===== src/hw/rtl/rrtq_pkg.sv =====
// Shared definitions for the round-robin task queue.
// Request codes, register indexes, field widths and the controller/datapath
// command and status bundles. No dependencies.
package rrtq_pkg;

  localparam int unsigned ID_W         = 4;
  localparam int unsigned REQ_W        = 3;
  localparam int unsigned CFG_W        = 16;
  localparam int unsigned CFG_IDX_W    = 1;
  localparam int unsigned OUT_CNT_W    = 5;
  localparam int unsigned NUM_IDS      = 1 << ID_W;

  localparam int unsigned MAX_TASKS_DEF  = 16;
  localparam int unsigned SLICE_BITS_DEF = 16;

  localparam logic [CFG_W-1:0] SLICE_FORE_RST = 16'd100;
  localparam logic [CFG_W-1:0] SLICE_BACK_RST = 16'd10;

  localparam logic [CFG_IDX_W-1:0] CFG_SLICE_FORE = 1'd0;
  localparam logic [CFG_IDX_W-1:0] CFG_SLICE_BACK = 1'd1;

  localparam logic [REQ_W-1:0] REQ_ENQUEUE  = 3'd0;
  localparam logic [REQ_W-1:0] REQ_DEQUEUE  = 3'd1;
  localparam logic [REQ_W-1:0] REQ_REQUEUE  = 3'd2;
  localparam logic [REQ_W-1:0] REQ_PICK     = 3'd3;
  localparam logic [REQ_W-1:0] REQ_TICK     = 3'd4;
  localparam logic [REQ_W-1:0] REQ_INTERVAL = 3'd5;

  typedef struct packed {
    logic load;
    logic rm_init;
    logic rm_step;
    logic hs_init;
    logic hs_step;
    logic put;
    logic set_err;
    logic emit;
  } rrtq_cmd_t;

  typedef struct packed {
    logic need_rm;
    logic rm_last;
    logic enq_err;
    logic want_ins;
    logic head_shift;
    logic hs_last;
    logic out_free;
  } rrtq_status_t;

endpackage


===== src/hw/rtl/rrtq_datapath.sv =====
// Datapath of the round-robin task queue: run queue, membership bits,
// slice counters, configuration registers and the result register.
// Depends on rrtq_pkg; driven by rrtq_ctrl through rrtq_cmd_t.
module rrtq_datapath import rrtq_pkg::*; #(
  parameter int unsigned MAX_TASKS  = MAX_TASKS_DEF,
  parameter int unsigned SLICE_BITS = SLICE_BITS_DEF
) (
  input  logic                 clk_i,
  input  logic                 rst_ni,
  input  logic                 cfg_valid_i,
  input  logic [CFG_IDX_W-1:0] cfg_index_i,
  input  logic [CFG_W-1:0]     cfg_data_i,
  input  logic [REQ_W-1:0]     req_type_i,
  input  logic [ID_W-1:0]      task_id_i,
  input  logic                 at_head_i,
  input  logic                 is_foreground_i,
  input  logic                 is_rr_policy_i,
  input  rrtq_cmd_t            cmd_i,
  output rrtq_status_t         status_o,
  output logic                 out_valid_o,
  input  logic                 out_stall_i,
  output logic                 task_valid_o,
  output logic [ID_W-1:0]      task_out_o,
  output logic                 need_resched_o,
  output logic [CFG_W-1:0]     interval_out_o,
  output logic [OUT_CNT_W-1:0] queue_count_o,
  output logic                 error_o
);

  // Task ids are only ID_W bits wide, so no more than NUM_IDS tasks can be queued.
  localparam int unsigned SLOTS  = (MAX_TASKS < NUM_IDS) ? MAX_TASKS : NUM_IDS;
  localparam int unsigned QIDX_W = $clog2(SLOTS);
  localparam int unsigned CNT_W  = $clog2(MAX_TASKS + 1);

  logic [CFG_W-1:0]      slice_fore_q, slice_back_q;
  logic [REQ_W-1:0]      req_q;
  logic [ID_W-1:0]       id_q;
  logic                  head_q, fore_q, rr_q;
  logic                  expire_q, rm_done_q, err_q, found_q;
  logic [QIDX_W-1:0]     idx_q;
  logic [CNT_W-1:0]      count_q;
  logic [SLOTS-1:0]      inq_q;
  logic [SLICE_BITS-1:0] slice_q [SLOTS];
  logic [ID_W-1:0]       queue_mem [SLOTS];
  logic                  out_valid_q;

  // Slice update for a tick, computed from the incoming item.
  logic                  in_id_ok, tick_en, tick_expire;
  logic [QIDX_W-1:0]     in_slot;
  logic [SLICE_BITS-1:0] tick_len, tick_base, tick_dec, tick_new;

  assign in_id_ok    = int'(task_id_i) < MAX_TASKS;
  assign in_slot     = task_id_i[QIDX_W-1:0];
  assign tick_len    = is_foreground_i ? SLICE_BITS'(slice_fore_q) : SLICE_BITS'(slice_back_q);
  assign tick_base   = (slice_q[in_slot] == '0) ? tick_len : slice_q[in_slot];
  assign tick_dec    = tick_base - SLICE_BITS'(1);
  assign tick_expire = (tick_dec == '0);
  assign tick_new    = tick_expire ? tick_len : tick_dec;
  assign tick_en     = cmd_i.load && (req_type_i == REQ_TICK) && in_id_ok && is_rr_policy_i;

  logic              id_ok, queued, full, is_tick, ins_head, match;
  logic [QIDX_W-1:0] slot, put_addr;
  logic [ID_W-1:0]   rd_data;

  assign id_ok    = int'(id_q) < MAX_TASKS;
  assign slot     = id_q[QIDX_W-1:0];
  assign queued   = id_ok && inq_q[slot];
  assign full     = count_q >= CNT_W'(MAX_TASKS);
  assign is_tick  = (req_q == REQ_TICK);
  assign ins_head = head_q && !is_tick;
  assign put_addr = ins_head ? '0 : count_q[QIDX_W-1:0];
  assign rd_data  = queue_mem[idx_q];
  assign match    = (rd_data == id_q);

  always_comb begin
    status_o.need_rm = queued && ((req_q == REQ_ENQUEUE) || (req_q == REQ_DEQUEUE) ||
                       (req_q == REQ_REQUEUE) ||
                       (is_tick && expire_q && (count_q >= CNT_W'(2))));
    status_o.rm_last    = (CNT_W'(idx_q) + CNT_W'(1)) == count_q;
    status_o.enq_err    = (req_q == REQ_ENQUEUE) && (!id_ok || full);
    status_o.want_ins   = ((req_q == REQ_ENQUEUE) && id_ok) ||
                          (((req_q == REQ_REQUEUE) || is_tick) && rm_done_q);
    status_o.head_shift = ins_head && (count_q != '0);
    status_o.hs_last    = (idx_q == '0);
    status_o.out_free   = !out_valid_q || !out_stall_i;
  end

  // Queue storage: one write per cycle, read at the scan index and at the head.
  always_ff @(posedge clk_i) begin
    if (cmd_i.rm_step && found_q) begin
      queue_mem[idx_q - QIDX_W'(1)] <= rd_data;
    end else if (cmd_i.hs_step) begin
      queue_mem[idx_q + QIDX_W'(1)] <= rd_data;
    end else if (cmd_i.put) begin
      queue_mem[put_addr] <= id_q;
    end
  end

  always_ff @(posedge clk_i or negedge rst_ni) begin
    if (!rst_ni) begin
      slice_fore_q <= SLICE_FORE_RST;
      slice_back_q <= SLICE_BACK_RST;
      req_q        <= REQ_PICK;
      id_q         <= '0;
      head_q       <= 1'b0;
      fore_q       <= 1'b0;
      rr_q         <= 1'b0;
      expire_q     <= 1'b0;
      rm_done_q    <= 1'b0;
      err_q        <= 1'b0;
      found_q      <= 1'b0;
      idx_q        <= '0;
      count_q      <= '0;
      inq_q        <= '0;
      out_valid_q  <= 1'b0;
      for (int i = 0; i < SLOTS; i++) begin
        slice_q[i] <= '0;
      end
    end else begin
      if (cfg_valid_i) begin
        if (cfg_index_i == CFG_SLICE_FORE) begin
          slice_fore_q <= cfg_data_i;
        end else begin
          slice_back_q <= cfg_data_i;
        end
      end
      if (cmd_i.load) begin
        req_q     <= req_type_i;
        id_q      <= task_id_i;
        head_q    <= at_head_i;
        fore_q    <= is_foreground_i;
        rr_q      <= is_rr_policy_i;
        expire_q  <= tick_en && tick_expire;
        rm_done_q <= 1'b0;
        err_q     <= 1'b0;
        if (tick_en) begin
          slice_q[in_slot] <= tick_new;
        end
      end
      if (cmd_i.rm_init) begin
        idx_q   <= '0;
        found_q <= 1'b0;
      end
      // Removal walks the queue once; after the match each entry moves down one place.
      if (cmd_i.rm_step) begin
        found_q <= found_q | match;
        idx_q   <= idx_q + QIDX_W'(1);
        if (status_o.rm_last) begin
          count_q     <= count_q - CNT_W'(1);
          inq_q[slot] <= 1'b0;
          rm_done_q   <= 1'b1;
        end
      end
      if (cmd_i.hs_init) begin
        idx_q <= count_q[QIDX_W-1:0] - QIDX_W'(1);
      end
      if (cmd_i.hs_step) begin
        idx_q <= idx_q - QIDX_W'(1);
      end
      if (cmd_i.put) begin
        count_q     <= count_q + CNT_W'(1);
        inq_q[slot] <= 1'b1;
      end
      if (cmd_i.set_err) begin
        err_q <= 1'b1;
      end
      if (cmd_i.emit) begin
        out_valid_q <= 1'b1;
      end else if (out_valid_q && !out_stall_i) begin
        out_valid_q <= 1'b0;
      end
    end
  end

  always_ff @(posedge clk_i) begin
    if (cmd_i.emit) begin
      task_valid_o   <= (req_q == REQ_PICK) && (count_q != '0);
      task_out_o     <= ((req_q == REQ_PICK) && (count_q != '0)) ? queue_mem[0] : '0;
      need_resched_o <= is_tick && rm_done_q;
      interval_out_o <= ((req_q == REQ_INTERVAL) && rr_q) ?
                        (fore_q ? slice_fore_q : slice_back_q) : '0;
      queue_count_o  <= OUT_CNT_W'(count_q);
      error_o        <= err_q;
    end
  end

  assign out_valid_o = out_valid_q;

endmodule


===== src/hw/rtl/rrtq_ctrl.sv =====
// Controller of the round-robin task queue: sequences removal, head shift,
// insertion and result hand-off. Depends on rrtq_pkg; drives rrtq_datapath.
module rrtq_ctrl import rrtq_pkg::*; (
  input  logic         clk_i,
  input  logic         rst_ni,
  input  logic         in_valid_i,
  output logic         in_stall_o,
  input  rrtq_status_t status_i,
  output rrtq_cmd_t    cmd_o
);

  localparam logic [2:0] S_IDLE   = 3'd0;
  localparam logic [2:0] S_DECIDE = 3'd1;
  localparam logic [2:0] S_RM     = 3'd2;
  localparam logic [2:0] S_INS    = 3'd3;
  localparam logic [2:0] S_HS     = 3'd4;
  localparam logic [2:0] S_PUT    = 3'd5;
  localparam logic [2:0] S_FIN    = 3'd6;

  logic [2:0] state_q, state_d;

  assign in_stall_o = (state_q != S_IDLE);

  always_comb begin
    cmd_o   = '0;
    state_d = state_q;
    case (state_q)
      S_IDLE: begin
        if (in_valid_i) begin
          cmd_o.load = 1'b1;
          state_d    = S_DECIDE;
        end
      end
      S_DECIDE: begin
        if (status_i.need_rm) begin
          cmd_o.rm_init = 1'b1;
          state_d       = S_RM;
        end else begin
          state_d = S_INS;
        end
      end
      S_RM: begin
        cmd_o.rm_step = 1'b1;
        if (status_i.rm_last) begin
          state_d = S_INS;
        end
      end
      S_INS: begin
        if (status_i.enq_err) begin
          cmd_o.set_err = 1'b1;
          state_d       = S_FIN;
        end else if (status_i.want_ins && status_i.head_shift) begin
          cmd_o.hs_init = 1'b1;
          state_d       = S_HS;
        end else if (status_i.want_ins) begin
          cmd_o.put = 1'b1;
          state_d   = S_FIN;
        end else begin
          state_d = S_FIN;
        end
      end
      S_HS: begin
        cmd_o.hs_step = 1'b1;
        if (status_i.hs_last) begin
          state_d = S_PUT;
        end
      end
      S_PUT: begin
        cmd_o.put = 1'b1;
        state_d   = S_FIN;
      end
      S_FIN: begin
        if (status_i.out_free) begin
          cmd_o.emit = 1'b1;
          state_d    = S_IDLE;
        end
      end
      default: begin
        state_d = S_IDLE;
      end
    endcase
  end

  always_ff @(posedge clk_i or negedge rst_ni) begin
    if (!rst_ni) begin
      state_q <= S_IDLE;
    end else begin
      state_q <= state_d;
    end
  end

endmodule


===== src/hw/rtl/round_robin_task_queue.sv =====
// Round-robin run queue with per-task time slices and a result register on the output side.
// Each item is loaded and decided on; a queued task that must go is removed by a walk of the
// whole queue; an insert at the head of a non-empty queue shifts every entry up one place
// before the id is written; the result is then handed off once the output register is free.
// The serial queue walk sets the time per item. A new item is taken while the previous result
// still waits in the output register. Configuration writes are always ready.
module round_robin_task_queue import rrtq_pkg::*; #(
  parameter int unsigned MAX_TASKS  = MAX_TASKS_DEF,
  parameter int unsigned SLICE_BITS = SLICE_BITS_DEF
) (
  input  logic                 clk_i,
  input  logic                 rst_ni,
  input  logic                 cfg_valid_i,
  output logic                 cfg_ready_o,
  input  logic [CFG_IDX_W-1:0] cfg_index_i,
  input  logic [CFG_W-1:0]     cfg_data_i,
  input  logic                 in_valid_i,
  output logic                 in_stall_o,
  input  logic [REQ_W-1:0]     req_type_i,
  input  logic [ID_W-1:0]      task_id_i,
  input  logic                 at_head_i,
  input  logic                 is_foreground_i,
  input  logic                 is_rr_policy_i,
  output logic                 out_valid_o,
  input  logic                 out_stall_i,
  output logic                 task_valid_o,
  output logic [ID_W-1:0]      task_out_o,
  output logic                 need_resched_o,
  output logic [CFG_W-1:0]     interval_out_o,
  output logic [OUT_CNT_W-1:0] queue_count_o,
  output logic                 error_o
);

  rrtq_cmd_t    cmd;
  rrtq_status_t status;

  assign cfg_ready_o = 1'b1;

  rrtq_ctrl u_ctrl (
    .clk_i      (clk_i),
    .rst_ni     (rst_ni),
    .in_valid_i (in_valid_i),
    .in_stall_o (in_stall_o),
    .status_i   (status),
    .cmd_o      (cmd)
  );

  rrtq_datapath #(
    .MAX_TASKS  (MAX_TASKS),
    .SLICE_BITS (SLICE_BITS)
  ) u_datapath (
    .clk_i           (clk_i),
    .rst_ni          (rst_ni),
    .cfg_valid_i     (cfg_valid_i),
    .cfg_index_i     (cfg_index_i),
    .cfg_data_i      (cfg_data_i),
    .req_type_i      (req_type_i),
    .task_id_i       (task_id_i),
    .at_head_i       (at_head_i),
    .is_foreground_i (is_foreground_i),
    .is_rr_policy_i  (is_rr_policy_i),
    .cmd_i           (cmd),
    .status_o        (status),
    .out_valid_o     (out_valid_o),
    .out_stall_i     (out_stall_i),
    .task_valid_o    (task_valid_o),
    .task_out_o      (task_out_o),
    .need_resched_o  (need_resched_o),
    .interval_out_o  (interval_out_o),
    .queue_count_o   (queue_count_o),
    .error_o         (error_o)
  );

endmodule


===== config.mk =====
export PLATFORM = sky130hd
export DESIGN_NAME = round_robin_task_queue
export DESIGN_NICKNAME = d
export VERILOG_FILES = /design/src/hw/rtl/rrtq_pkg.sv /design/src/hw/rtl/rrtq_datapath.sv /design/src/hw/rtl/rrtq_ctrl.sv /design/src/hw/rtl/round_robin_task_queue.sv
export SDC_FILE = /design/constraint.sdc
export NUM_CORES = 1
export LEC_CHECK = 0
export ABC_AREA = 0
export BUFFER_PORTS_ARGS = -buffer_cell sky130_fd_sc_hd__buf_4
export CAP_MARGIN = 20
export CORE_UTILIZATION = 65
export CTS_BUF_LIST = sky130_fd_sc_hd__clkbuf_2
export DETAILED_ROUTE_END_ITERATION = 6
export HOLD_SLACK_MARGIN = 0.02
export PLACE_DENSITY_LB_ADDON = 0.15
export SYNTH_ARGS = -nofsm -noshare
export SYNTH_HDL_FRONTEND = slang
export SYNTH_SLANG_ARGS = --single-unit
export TNS_END_PERCENT = 100

===== constraint.sdc =====
create_clock -name clk_i -period 13.34 [get_ports clk_i]
set_input_delay 1.334 -clock clk_i [delete_from_list [all_inputs] [get_ports clk_i]]
set_output_delay 1.334 -clock clk_i [all_outputs]
set_load 0.005 [all_outputs]

==> flow_summary.json <==
{
  "fin_crit_ns": 7.54,
  "cts_tree": "built",
  "rsz0062_at_grt": "false",
  "worstSetupStartpointType": "input port",
  "final_util": 0.720,
  "place.port_buffers": 61,
  "rows": 63,
  "final_nets": 1865,
  "p_per_area_nw_per_um2": 172,
  "wl_per_cell_um": 20.3,
  "globalRouteOverflowTotal": 0,
  "power_leakage_nw": 9.37,
  "dpl.hpwl_mm": 30.2,
  "grt_max_degree": 138,
  "firstDrtPassIters": 7,
  "clock_skew_ns": 0.0781,
  "placedInstanceArea_um2": 20400,
  "yosys.area.top_type": "dfrtp_1",
  "area_growth_pct": 8.64,
  "clkPwrFrac": 0.232,
  "die_x_um": 176,
  "clockBufferDepth": 3,
  "finalSetupViolations": 0,
  "vias": 14400,
  "root_buffer": "clkbuf_2",
  "end_kind": "flop",
  "seqPwrFrac": 0.473,
  "cp_max_fo": 41,
  "rr_startpoint": "u_datapath.slice_q[194]",
  "synth_edf_count": 92,
  "synthDistinctLibCells": 70,
  "cts_inserted_buffers": 103,
  "switching_power_mw": 1.35,
  "yosys-top-cells-area": "dfrtp_1 41%, edfxtp_1 14%, mux4_2 10%",
  "drive_gt1_frac": 0.225,
  "fmax_ghz": 0.133,
  "relSlewSlack": 0.289,
  "route.detailed.drc": 0,
  "clock_latency_ns": 0.98,
  "setup-tns-final_ns": 0,
  "async_flop_share": 0.783,
  "ir_worst_vdd_mv": 0.0950,
  "grt_pass1_vias": 14100,
  "clkTransAtPathRegs_ns": 0.10,
  "drv_slew": 0,
  "path_class": "in2reg",
  "combPwrFrac": 0.295,
  "fin_crit_sh": 0.566,
  "dieArea_um2": 31000,
  "netSwitchingFraction": 0.368,
  "synth_most_common_cell": "dfrtp_1",
  "drt-total-wl_mm": 46.5,
  "worst_ep_required_time_ns": 14.12,
  "antenna_left": 0,
  "cp.arrival_ns": 8.32,
  "fp.dieH_um": 176,
  "cts_setup_buffers": 0,
  "stdcell_area_um2": 21400,
  "antenna_found_initial": 1,
  "synth_nets": 1785,
  "drt_iter0_markers": 1251,
  "ys.flop_type": "dfrtp_1",
  "track_usage": 0.311,
  "syn_inst": 1742,
  "synth_area_um2": 19700,
  "hold_buffers": 0,
  "crit_path_start": "task_id_i[0]",
  "grt_first_pass_wirelength_mm": 74.4,
  "cts_resized": 0,
  "gp_congestion": 0.919,
  "synth_top_area_share": 0.412,
  "max_cap_viol_count": 0,
  "final_cells": 2292,
  "ys_seq_area_frac": 0.561,
  "outcome": "finished clean",
  "ctsHtreeMaxLevel": 3,
  "ys_ff_latch": 423,
  "worst_pin_slew_ns": 1.06,
  "finalPower_mw": 3.67,
  "vias_per_cell": 6.28,
  "nFillCells": 2129,
  "hold_path_class": "in2async",
  "clock-sinks": 423,
  "start_util": 0.662,
  "synth_common_cells": "324 x dfrtp_1, 279 x nor2_1, 234 x a21oi_1, 151 x nand2_1, 92 x edfxtp_1",
  "intPower_mw": 2.32,
  "syn_avg_cell_area_um2": 11.3,
  "ys_warn_count": 0,
  "finalHoldViolations": 0,
  "place_inst": 2101,
  "core_area_um2": 29700,
  "ios": 63
}
[layer usage]
layer / GRT usage / part of all wire / vias up
met3: 0.0734 / 0.094 / 80
met5: 0 / 0 / -
met4: 0.0978 / 0.017 / 0
met2: 0.464 / 0.46 / 646
met1: 0.455 / 0.43 / 7154
li1: - / - / 6508
[placed cells by master, fill, tap and decap left out, types with 4 or more instances in the layout]
cell      instances
dfrtp_1         324
nor2_1          272
a21oi_1         233
nand2_1         151
clkbuf_2        143
edfxtp_1         92
mux4_2           90
buf_4            90
o21ai_0          69
mux2_2           47
a31oi_1          35
mux2i_1          32
clkinv_1         27
a22oi_1          25
inv_1            23
nand3_1          21
nor3_1           17
xnor2_1          14
and2_1           12
and3_1           11
xor2_1           10
ha_1             10
nand2b_1          9
nor2b_1           8
nor2_2            8
a22o_1            8
a21oi_2           8
dfstp_2           7
or2_2             6
o211ai_1          6
diode_2           5
nor3_2            5
a211oi_1          5
o21ai_1           5
nand4_1           4
nor4_1            4
nor3b_1           4
a21o_1            4
clkinv_2          4
[path summary, 6_finish.rpt]
| check | endpoint | slack, ns | cells after the start |
|---|---|---|---|
| max in group asynchronous | u_datapath.slice_q[54] | 11.22 | 2 |
| worst max-delay path | u_datapath.slice_q[193] | 5.80 | 22 |
| min in group clk_i | u_datapath.slice_q[221] | 0.49 | 2 |
| worst min-delay path | u_datapath.out_valid_o | 0.45 | 1 |
| worst min register to register | u_datapath.slice_q[221] | 0.49 | 2 |
| worst max register to register | u_datapath.slice_q[193] | 7.05 | 20 |
[per-stage QoR]
stage | setup slack (ns) | hold slack (ns)
finish | 5.80 | 0.446
global placement | 4.61 | 0.454
detailed placement | 4.35 | 0.462
floorplan | 7.05 | 0.435
global route | 5.33 | 0.476
CTS | 5.44 | 0.444
[registers in the layout, indices dropped and copies added (netlist names), 3 cells and up]
name / flops
u_ctrl.state_q: 3
u_datapath.count_q: 5
u_datapath.id_q: 4
u_datapath.idx_q: 4
u_datapath.inq_q: 16
u_datapath.interval_out_o: 16
u_datapath.queue_count_o: 5
u_datapath.queue_mem: 64
u_datapath.req_q: 3
u_datapath.slice_back_q: 16
u_datapath.slice_fore_q: 16
u_datapath.slice_q: 256
u_datapath.task_out_o: 4
[cells by family after synthesis]
| family | synth area share |
|---|---|
| flip-flops | 0.561 |
| multiplexers | 0.146 |
| XOR/XNOR | 0.0107 |
| AO/OA/AOI/OAI | 0.124 |
| AND/OR/NAND/NOR | 0.119 |
| buffers and inverters | 0.0308 |
| adder cells (fa/ha/maj) | 0.00737 |
| other | 0.000190 |
[worst max-delay path, cell delays in order]
cell       delay [ns]
buf_4            0.50
buf_4            0.73
mux4_2           0.60
a22oi_1          0.22
nand2_1          0.21
nor4_1           0.78
nand2_1          0.32
nor2_2           0.47
a21oi_1          0.19
ha_1             0.26
inv_1            0.07
nor3_1           0.11
and3_1           0.21
o31ai_1          0.11
a2bb2oi_1        0.13
o221ai_1         0.25
nand3_1          0.17
nor4_4           0.60
buf_4            0.33
mux2i_1          0.32
buf_4            0.26
mux2i_1          0.09
[power groups by stage]
stage	logic [mW]	clock network [mW]	registers, mW
6_report	1.08	0.852	1.74
5_1_grt	1.19	0.936	1.76
4_1_cts	1.07	0.872	1.73
3_5_place_dp	1.06	0	1.76
3_3_place_gp	1.03	0	1.75
2_1_floorplan	0.817	0	1.66
[final cells by class]
class / instances / area (um^2) / area share
Clock buffer: 143 / 716 / 0.0335
Timing Repair Buffer: 94 / 737 / 0.0345
Inverter: 24 / 90.1 / 0.00421
Clock inverter: 37 / 219 / 0.0102
Tap cell: 390 / 488 / 0.0228
Multi-Input combinational cell: 1176 / 8070 / 0.377
Sequential cell: 423 / 11100 / 0.517
Antenna cell: 5 / 12.5 / 0.000585
Note: power is estimated with default switching activity, not from simulation.
